--- config.mk ---
export PLATFORM = sky130hd
export DESIGN_NAME = bldc_phase_voltage_modulator
export DESIGN_NICKNAME = d
export VERILOG_FILES = /design/src/rtl/bpvm_pkg.sv /design/src/rtl/bldc_phase_voltage_modulator.sv
export SDC_FILE = /design/constraint.sdc
export NUM_CORES = 2
export LEC_CHECK = 0
export BUFFER_PORTS_ARGS = -buffer_cell sky130_fd_sc_hd__buf_2
export CELL_PAD_IN_SITES_DETAIL_PLACEMENT = 0
export CELL_PAD_IN_SITES_GLOBAL_PLACEMENT = 1
export CORE_MARGIN = 10
export CORE_UTILIZATION = 52
export DETAILED_ROUTE_END_ITERATION = 7
export PLACE_DENSITY_LB_ADDON = 0.05
export SYNTH_ARGS = -nofsm -noshare
export SYNTH_HDL_FRONTEND = slang
export SYNTH_SLANG_ARGS = --single-unit
--- constraint.sdc ---
create_clock -name clk_i -period 14.9 [get_ports clk_i]
set_input_delay 2.235 -clock clk_i [delete_from_list [all_inputs] [get_ports clk_i]]
set_output_delay 2.235 -clock clk_i [all_outputs]
set_load 0.05 [all_outputs]
--- src/rtl/bpvm_pkg.sv ---
`default_nettype none
// ----------------------------------------------------------------------------
// bpvm_pkg
// shared constants for the phase voltage modulator
// ----------------------------------------------------------------------------
package bpvm_pkg;

  localparam int unsigned CfgIdxW = 2;

  localparam logic [CfgIdxW-1:0] CFG_MODE    = 2'd0;
  localparam logic [CfgIdxW-1:0] CFG_CENTER  = 2'd1;
  localparam logic [CfgIdxW-1:0] CFG_LIMIT   = 2'd2;
  localparam logic [CfgIdxW-1:0] CFG_SUPPLY  = 2'd3;

  localparam logic [16:0] SIN_A = 17'd102944;
  localparam logic [15:0] SIN_B = 16'd42047;
  localparam logic [12:0] SIN_C = 13'd4640;
  localparam logic [15:0] SQRT3_HALF = 16'd56756;

  // trapezoid rows: per phase drive code, 2'b01 plus, 2'b11 minus, 2'b00 float
  localparam logic [1:0] TR_P = 2'b01;
  localparam logic [1:0] TR_M = 2'b11;
  localparam logic [1:0] TR_Z = 2'b00;

  function automatic logic [5:0] trap_row(input logic [2:0] sec);
    logic [5:0] r;
    begin
      case (sec)
        3'd0: r = {TR_M, TR_P, TR_Z};
        3'd1: r = {TR_Z, TR_P, TR_M};
        3'd2: r = {TR_P, TR_Z, TR_M};
        3'd3: r = {TR_P, TR_M, TR_Z};
        3'd4: r = {TR_Z, TR_M, TR_P};
        3'd5: r = {TR_M, TR_Z, TR_P};
        default: r = '0;
      endcase
      return r;
    end
  endfunction

endpackage
`default_nettype wire

--- src/rtl/bldc_phase_voltage_modulator.sv ---
`default_nettype none
// ----------------------------------------------------------------------------
// bldc_phase_voltage_modulator
// turns a q/d voltage command, angle and hall sector into three pwm duties
// ----------------------------------------------------------------------------
// One word is worked on at a time. In trapezoid mode the result is valid once
// three bit-serial restoring divisions (load, 16 steps, final) are done, one
// per phase. Space vector mode first adds the shared-multiplier sine and
// cosine, the inverse park and clarke steps and the modulation. The next word
// is taken once the block is idle and the result register is free or being
// read.
// Configuration writes are taken at any cycle and belong between words.
module bldc_phase_voltage_modulator #(
  parameter int unsigned ANGLE_BITS   = 12,
  parameter int unsigned VOLTAGE_BITS = 16
) (
  input  wire                                 clk_i,
  input  wire                                 rst_ni,
  input  wire                                 cfg_valid_i,
  output logic                                cfg_ready_o,
  input  wire  [bpvm_pkg::CfgIdxW-1:0]        cfg_index_i,
  input  wire  [VOLTAGE_BITS-2:0]             cfg_data_i,
  input  wire                                 in_valid_i,
  output logic                                in_ready_o,
  input  wire  signed [VOLTAGE_BITS-1:0]      q_voltage_i,
  input  wire  signed [VOLTAGE_BITS-1:0]      d_voltage_i,
  input  wire  [ANGLE_BITS-1:0]               electric_angle_i,
  input  wire  [2:0]                          hall_sector_i,
  output logic                                out_valid_o,
  input  wire                                 out_ready_i,
  output logic [15:0]                         duty_u_o,
  output logic [15:0]                         duty_v_o,
  output logic [15:0]                         duty_w_o,
  output logic [2:0]                          phase_on_mask_o,
  output logic                                sector_invalid_o
);
  import bpvm_pkg::*;

  localparam int unsigned VW = VOLTAGE_BITS;
  localparam int unsigned LW = VOLTAGE_BITS - 1;
  localparam int unsigned WW = VW + 20;   // wide signed work width

  localparam logic [3:0] S_IDLE  = 4'd0;
  localparam logic [3:0] S_SIN1  = 4'd1;
  localparam logic [3:0] S_SIN2  = 4'd2;
  localparam logic [3:0] S_SIN3  = 4'd3;
  localparam logic [3:0] S_SIN4  = 4'd4;
  localparam logic [3:0] S_PARK  = 4'd5;
  localparam logic [3:0] S_PARK2 = 4'd6;
  localparam logic [3:0] S_CLRK  = 4'd7;
  localparam logic [3:0] S_CLRK2 = 4'd8;
  localparam logic [3:0] S_MOD   = 4'd9;
  localparam logic [3:0] S_DLOAD = 4'd10;
  localparam logic [3:0] S_DIV   = 4'd11;
  localparam logic [3:0] S_TRAP  = 4'd12;
  localparam logic [3:0] S_SIN5  = 4'd13;

  logic [3:0] state_q, state_d;

  // configuration
  logic          mode_q, center_q;
  logic [LW-1:0] limit_q, supply_q;

  assign cfg_ready_o = 1'b1;

  always_ff @(posedge clk_i or negedge rst_ni) begin
    if (!rst_ni) begin
      mode_q   <= 1'b0;
      center_q <= 1'b1;
      limit_q  <= LW'(3072);
      supply_q <= LW'(3072);
    end else if (cfg_valid_i) begin
      case (cfg_index_i)
        CFG_MODE:   mode_q   <= cfg_data_i[0];
        CFG_CENTER: center_q <= cfg_data_i[0];
        CFG_LIMIT:  limit_q  <= cfg_data_i;
        CFG_SUPPLY: supply_q <= cfg_data_i;
        default: ;
      endcase
    end
  end

  // held state
  logic signed [VW-1:0] hv_q [3];
  logic [2:0]           hmask_q;
  logic                 flag_q;

  // item registers
  logic signed [VW-1:0] uq_q, ud_q;
  logic [15:0]          t_q;
  logic [2:0]           sec_q;

  // sine unit: one multiply per cycle, sin and cos in turn
  logic        sc_sel_q;               // 0 sin, 1 cos
  logic [14:0] x_q;
  logic [1:0]  quad_q;
  logic [15:0] u2_q;
  logic [17:0] p_q;
  logic signed [17:0] sin_q, cos_q;

  logic [15:0] tt;
  logic [13:0] ff;
  logic [14:0] xx;
  assign tt = sc_sel_q ? (t_q + 16'd16384) : t_q;
  assign ff = tt[13:0];
  assign xx = tt[14] ? (15'd16384 - {1'b0, ff}) : {1'b0, ff};

  logic [29:0] m_xx;
  logic [28:0] m_c;
  logic [33:0] m_b;
  logic [32:0] m_a;
  logic [17:0] p_b, p_a;
  assign m_xx = x_q * x_q;
  assign m_c  = SIN_C * u2_q;
  assign p_b  = {2'b0, SIN_B} - {3'b0, m_c[28:14]};
  assign m_b  = p_q * u2_q;
  assign p_a  = {1'b0, SIN_A} - {2'b0, m_b[29:14]};
  assign m_a  = p_q[16:0] * {1'b0, x_q};

  logic signed [17:0] s_val;
  assign s_val = quad_q[1] ? -$signed({1'b0, m_a[31:15]}) : $signed({1'b0, m_a[31:15]});

  // park / clarke
  logic signed [WW-1:0] ua_q, ub_q, acc_q;
  logic signed [WW-1:0] ph_q [3];
  logic signed [WW-1:0] prod;
  logic signed [VW-1:0] mul_a;
  logic signed [17:0]   mul_b;
  logic [1:0]           pk_q;
  always_comb begin
    case (pk_q)
      2'd0: begin mul_a = ud_q; mul_b = cos_q; end
      2'd1: begin mul_a = uq_q; mul_b = sin_q; end
      2'd2: begin mul_a = ud_q; mul_b = sin_q; end
      default: begin mul_a = uq_q; mul_b = cos_q; end
    endcase
  end
  assign prod = WW'(mul_a * mul_b);

  function automatic logic signed [WW-1:0] rsh(input logic signed [WW-1:0] v,
                                               input int unsigned n);
    logic signed [WW-1:0] r;
    begin
      r = (v + (WW'(1) <<< (n - 1))) >>> n;
      return r;
    end
  endfunction

  function automatic logic signed [VW-1:0] satv(input logic signed [WW-1:0] v);
    logic signed [WW-1:0] hi, lo;
    begin
      hi = (WW'(1) <<< (VW - 1)) - WW'(1);
      lo = -(WW'(1) <<< (VW - 1));
      if (v > hi) return hi[VW-1:0];
      if (v < lo) return lo[VW-1:0];
      return v[VW-1:0];
    end
  endfunction

  logic signed [WW-1:0] tb;
  assign tb = WW'(ub_q * $signed({1'b0, SQRT3_HALF}));

  logic signed [WW-1:0] mn, mx;
  always_comb begin
    mn = ph_q[0]; mx = ph_q[0];
    if (ph_q[1] < mn) mn = ph_q[1];
    if (ph_q[2] < mn) mn = ph_q[2];
    if (ph_q[1] > mx) mx = ph_q[1];
    if (ph_q[2] > mx) mx = ph_q[2];
  end

  // trapezoid
  logic signed [WW-1:0] uq_w, abs2, base, tv [3];
  logic [5:0] row;
  assign uq_w = WW'(uq_q);
  assign abs2 = (uq_w < 0) ? -(uq_w <<< 1) : (uq_w <<< 1);
  assign base = center_q ? WW'({1'b0, limit_q}) : abs2;
  assign row  = trap_row(sec_q);
  always_comb begin
    for (int k = 0; k < 3; k++) begin
      case (row[2*k +: 2])
        TR_P: tv[k] = rsh((uq_w <<< 1) + base, 1);
        TR_M: tv[k] = rsh(base - (uq_w <<< 1), 1);
        default: tv[k] = rsh(base, 1);
      endcase
    end
  end

  // bit-serial restoring divider: (clamped << 16) / supply
  // the remainder starts at the clamped voltage; a nonzero clamped voltage at or
  // above the supply saturates (0/0 is 0), so the quotient always fits 16 bits
  logic [1:0]     ph_sel_q;
  logic [4:0]     cnt_q;
  logic [LW:0]    rem_q;
  logic [15:0]    quo_q;
  logic [15:0]    duty_q [3];
  logic [LW-1:0]  clamp;
  logic signed [VW-1:0] hsel;
  assign hsel = hv_q[ph_sel_q];
  always_comb begin
    if (hsel[VW-1]) clamp = '0;
    else if ({1'b0, hsel[VW-2:0]} > {1'b0, limit_q}) clamp = limit_q;
    else clamp = hsel[VW-2:0];
  end
  logic [LW+1:0] rem_sh, rem_sub;
  assign rem_sh  = {rem_q, 1'b0};
  assign rem_sub = rem_sh - {2'b0, supply_q};

  logic out_busy;
  assign out_busy   = out_valid_o && !out_ready_i;
  assign in_ready_o = (state_q == S_IDLE) && !out_busy;

  always_comb begin
    state_d = state_q;
    case (state_q)
      S_IDLE:  if (in_valid_i && in_ready_o) state_d = S_TRAP;
      S_TRAP:  state_d = mode_q ? S_SIN1 : S_DLOAD;
      S_SIN1:  state_d = S_SIN2;
      S_SIN2:  state_d = S_SIN3;
      S_SIN3:  state_d = S_SIN4;
      S_SIN4:  state_d = S_SIN5;
      S_SIN5:  state_d = sc_sel_q ? S_PARK : S_SIN1;
      S_PARK:  state_d = (pk_q == 2'd3) ? S_PARK2 : S_PARK;
      S_PARK2: state_d = S_CLRK;
      S_CLRK:  state_d = S_CLRK2;
      S_CLRK2: state_d = S_MOD;
      S_MOD:   state_d = S_DLOAD;
      S_DLOAD: state_d = S_DIV;
      S_DIV:   if (cnt_q == 5'd0)
                 state_d = (ph_sel_q == 2'd2) ? S_IDLE : S_DLOAD;
      default: state_d = S_IDLE;
    endcase
  end

  always_ff @(posedge clk_i or negedge rst_ni) begin
    if (!rst_ni) begin
      state_q     <= S_IDLE;
      out_valid_o <= 1'b0;
      hv_q[0] <= '0; hv_q[1] <= '0; hv_q[2] <= '0;
      hmask_q <= 3'b111;
      flag_q  <= 1'b0;
      sc_sel_q <= 1'b0;
      pk_q     <= '0;
      ph_sel_q <= '0;
      cnt_q    <= '0;
    end else begin
      state_q <= state_d;
      if (out_valid_o && out_ready_i) out_valid_o <= 1'b0;
      case (state_q)
        S_IDLE: begin
          sc_sel_q <= 1'b0;
          pk_q     <= '0;
          ph_sel_q <= '0;
        end
        S_TRAP: begin
          flag_q <= 1'b0;
          if (!mode_q) begin
            if (sec_q > 3'd5) flag_q <= 1'b1;
            else begin
              for (int k = 0; k < 3; k++) hv_q[k] <= satv(tv[k]);
              hmask_q <= {row[5:4] != TR_Z, row[3:2] != TR_Z, row[1:0] != TR_Z};
            end
          end
        end
        S_SIN5: sc_sel_q <= 1'b1;
        S_PARK: pk_q <= pk_q + 2'd1;
        S_MOD: begin
          for (int k = 0; k < 3; k++)
            hv_q[k] <= center_q ?
              satv(rsh((ph_q[k] <<< 1) + WW'({1'b0, limit_q}) - (mx + mn), 1)) :
              satv(ph_q[k] - mn);
          hmask_q <= 3'b111;
        end
        S_DLOAD: cnt_q <= 5'd16;
        S_DIV: begin
          cnt_q <= cnt_q - 5'd1;
          if (cnt_q == 5'd0) begin
            ph_sel_q <= ph_sel_q + 2'd1;
            if (ph_sel_q == 2'd2) out_valid_o <= 1'b1;
          end
        end
        default: ;
      endcase
    end
  end

  // datapath registers
  always_ff @(posedge clk_i) begin
    case (state_q)
      S_IDLE: begin
        uq_q  <= q_voltage_i;
        ud_q  <= d_voltage_i;
        t_q   <= 16'(electric_angle_i) << (16 - ANGLE_BITS);
        sec_q <= hall_sector_i;
      end
      S_SIN1: begin x_q <= xx; quad_q <= tt[15:14]; end
      S_SIN2: u2_q <= m_xx[29:14];
      S_SIN3: p_q <= p_b;
      S_SIN4: p_q <= p_a;
      S_SIN5: if (sc_sel_q) cos_q <= s_val; else sin_q <= s_val;
      S_PARK: begin
        case (pk_q)
          2'd0: acc_q <= prod;
          2'd1: ua_q <= rsh(acc_q - prod, 15);
          2'd2: acc_q <= prod;
          default: ub_q <= rsh(acc_q + prod, 15);
        endcase
      end
      S_PARK2: acc_q <= -(ua_q <<< 15);
      S_CLRK: begin
        ph_q[0] <= ua_q;
        ph_q[1] <= rsh(acc_q + tb, 16);
        ph_q[2] <= rsh(acc_q - tb, 16);
      end
      S_DLOAD: begin
        rem_q <= {1'b0, clamp};
        quo_q <= '0;
      end
      S_DIV: begin
        if (cnt_q != 5'd0) begin
          if (!rem_sub[LW+1]) begin
            rem_q <= rem_sub[LW:0];
            quo_q <= {quo_q[14:0], 1'b1};
          end else begin
            rem_q <= rem_sh[LW:0];
            quo_q <= {quo_q[14:0], 1'b0};
          end
        end else begin
          if (supply_q == '0) duty_q[ph_sel_q] <= (clamp != '0) ? 16'hFFFF : 16'h0;
          else if (clamp >= supply_q) duty_q[ph_sel_q] <= 16'hFFFF;
          else duty_q[ph_sel_q] <= quo_q;
        end
      end
      default: ;
    endcase
  end

  assign duty_u_o         = duty_q[0];
  assign duty_v_o         = duty_q[1];
  assign duty_w_o         = duty_q[2];
  assign phase_on_mask_o  = hmask_q;
  assign sector_invalid_o = flag_q;

  a_no_accept_busy: assert property (@(posedge clk_i) disable iff (!rst_ni)
    (state_q != S_IDLE) |-> !in_ready_o) else $error("accept while busy");
  a_mask_svm: assert property (@(posedge clk_i) disable iff (!rst_ni)
    (out_valid_o && mode_q) |-> (hmask_q == 3'b111)) else $error("svm mask");
  a_flag_mode: assert property (@(posedge clk_i) disable iff (!rst_ni)
    (out_valid_o && sector_invalid_o) |-> !mode_q) else $error("flag in svm");
endmodule
`default_nettype wire

==> results.sh <==
export IMPL_cts_num_sinks=446
export IMPL_finalHoldViolations=0
export IMPL_area_delta_synth_final_pct=6.39
export IMPL_mostFrequentLayoutCell="sky130_fd_sc_hd__inv_1"
export IMPL_cp_num_buf_inv=6
export IMPL_first_global_vias=73052
export IMPL_crit_top_cell="sky130_fd_sc_hd__a21o_1"
export IMPL_design_final_nets=12171
export IMPL_first_pass_grt_wire_length_mm=421
export IMPL_ctsResizeCount=0
export IMPL_synthesis_instances=9869
export IMPL_synth_edf_count=347
export IMPL_met3_grt_util_pct=3.45
export IMPL_cts_setup_buffers=0
export IMPL_hold_worst_slack_ns=0.482
export IMPL_combined_area_of_all_synthesized_cells_um2=86900
export IMPL_post_synthesis_xor_xnor_area_fraction_pct=5.27
export IMPL_initial_core_util_pct=52.5
export IMPL_combinational_family_with_the_most_area_after_synthesis="adder cells"
export IMPL_ys_flop_type="sky130_fd_sc_hd__edfxtp_1"
export IMPL_htreeDepth=2
export IMPL_end_kind="register"
export IMPL_min_delay_path_class="reg -> reg"
export IMPL_synth_adder_area_share_pct=39.2
export IMPL_synth_mux_area_fraction_pct=2.43
export IMPL_multi_input_comb_area_um2=67900
export IMPL_fillerInstances=15379
export IMPL_cp_required_ns=15.49
export IMPL_placementRows=149
export IMPL_use_met1_pct=37.3
export IMPL_final_max_slew_violation_count=0
export IMPL_number_of_vias_per_cell=5.91
export IMPL_clockBufferDepth=3
export IMPL_drive_above_1_share_pct=5.86
export IMPL_slowest_delay_ns=0.86
export IMPL_critical_path_startpoint_type="register"
export IMPL_insertion_delay_ns=0.70
export IMPL_antenna_violations_before_repair=2
export IMPL_timing_final_setup_violations=0
export IMPL_maxSlewHeadroom_pct=12.5
export IMPL_cap_violations=0
export IMPL_drt_pass1_iterations=8
export IMPL_die_area_um2=184000
export IMPL_grt_start_max_net_pins=70
export IMPL_place_gp_congestion=0.986
export IMPL_synth_simple_gate_area_share_pct=15.7
export IMPL_final_seq_area_um2=12900
export IMPL_post_route_util_pct=55.8
export IMPL_most_common_layout_cells="1,381 x sky130_fd_sc_hd__inv_1, 1,260 x sky130_fd_sc_hd__ha_1, 912 x sky130_fd_sc_hd__fa_1"
export IMPL_synth_seq_cells=446
export IMPL_dp_final_hpwl_mm=222
export IMPL_fmax_ghz=0.0728
export IMPL_warnings_synthesis=0
export IMPL_global_route_peak_usage_layer="met2"
export IMPL_cts_buffers=59
export IMPL_status="finished clean"
export IMPL_final_min_clock_period_ns=13.74
export IMPL_floorplan_die_height_um=429
export IMPL_synth_yosys_seq_area_share_pct=14.9
export IMPL_crit_path_class="reg -> reg"
export IMPL_cp_slowest_cell="sky130_fd_sc_hd__a2111oi_0"
export IMPL_cts_hold_fix_buffers=0
export IMPL_port_buffers=122
export IMPL_post_drt_wl_per_cell_um=22.1
export IMPL_critical_path_top_delay_family="compound AO/OA/AOI/OAI gates"
export IMPL_first_iter_violations=5486
export IMPL_layout_worst_path_cycle_share_pct=92.2
export IMPL_groute_usage_overall_pct=28.7
export IMPL_vias=71912
export IMPL_tightest_pin_transition_ns=1.29
export IMPL_grt_met2_usage_pct=49.0
export IMPL_finClkSkew_ns=0.0302
export IMPL_route_final_wire_length_mm=269
export IMPL_fin_setup_tns_ns=0
export IMPL_setup_repair_after_global_routing_missed_its_margin="false"
export IMPL_ys_async_sr_fraction_pct=22.2
export IMPL_crit_path_max_fanout=22
export IMPL_netlist_cell_type_count=107
export IMPL_cts_root_buffer="sky130_fd_sc_hd__clkbuf_16"
export IMPL_path_clk_slew_ns=0.08
export IMPL_post_route_drc_count=0
export IMPL_grt_overflow_total=0
export IMPL_ant_nets=0
export IMPL_cts_tree="yes"
export IMPL_area_of_the_core_um2=166000
export IMPL_num_io_pins=124
export IMPL_timing_critical_path_arrival_ns=14.32
export IMPL_avgSynthCellArea_um2=8.80
export IMPL_die_x_um=429
export IMPL_synth_compound_area_share_pct=15.1
-- final timing paths --
path | cells after the start | slack (ns) | to | from
min in group asynchronous | 1 | 1.48 | hv_q[47] | rst_ni
max in group asynchronous | 2 | 12.10 | hv_q[23] | rst_ni
worst min register to register | 0 | 0.48 | ph_q[0][1] | ua_q[1]
worst min-delay path | 0 | 0.48 | ph_q[0][1] | ua_q[1]
worst max-delay path | 55 | 1.16 | hv_q[19] | ph_q[0][1]
worst max register to register | 55 | 1.16 | hv_q[19] | ph_q[0][1]
-- state kept, by name, indices dropped and copies added (netlist names), 15 cells and up --
| name | flops |
|---|---|
| acc_q | 36 |
| cos_q | 18 |
| duty_q | 48 |
| hv_q | 48 |
| limit_q | 15 |
| p_q | 17 |
| ph_q | 61 |
| quo_q | 16 |
| rem_q | 16 |
| sin_q | 18 |
| supply_q | 15 |
| u2_q | 16 |
| ua_q | 21 |
| ub_q | 21 |
| ud_q | 16 |
| uq_q | 16 |
-- layout make-up --
class                   instances  share of cell area, %
diodes                          2                0.00542
flip-flops and latches        446                   14.0
multi-input cells            7768                   73.5
repair buffers                268                   1.85
clock buffers                  76                   1.75
inverters                    1386                   5.63
well taps                    2189                   2.96
clock inverters                35                  0.376
-- layer usage --
metal  vias up  part of all wire (%)  wire [µm]
li1      33748                     -          -
met1     35441                    42     114000
met2      2240                    47     128000
met3       481                   5.9      16000
met4         2                   4.4      11900
met5         -                0.0048         13
-- synth_stat cells (all sizes together), types with 83 or more instances --
cell type | count | share of area [%]
xnor2 | 360 | 3.6
nand2 | 906 | 3.9
fa | 912 | 21
edfxtp | 347 | 12
or3 | 83 | 0.61
a21o | 222 | 1.9
mux2i | 131 | 1.5
inv | 1385 | 6.0
dfrtp | 91 | 2.6
o21a | 97 | 0.84
xor2 | 153 | 1.5
clkbuf | 289 | 1.2
nor2 | 652 | 2.8
and2 | 306 | 2.2
nor3 | 170 | 0.99
nor2b | 104 | 0.75
a21oi | 539 | 3.1
ha | 1261 | 18
nand3 | 132 | 0.76
o21ai | 376 | 2.2
nand2b | 117 | 0.84
-- kinds of logic (layout without fill, tap and decap cells) --
logic type,count (synthesis),count (layout)
mux,202,202
flops,446,446
compound gates,1997,1997
simple gates,2826,2826
other cells,2,55
fa+ha+maj,2174,2174
buf+inv,1706,1765
xor+xnor,516,516
-- through the flow --
step | worst slack (ns) | cell area, µm² | cells
CTS | 0.898 | 92400 | 12168
finish | 1.16 | 92400 | 12170
global route | 0.148 | 92400 | 12168
global placement | 1.07 | 90400 | 12057
detailed placement | 0.958 | 90400 | 12057
floorplan | 2.81 | 87000 | 9920
Power is not shown: default switching activity piles up to over one toggle a cycle in this logic, so the estimate is an artifact.
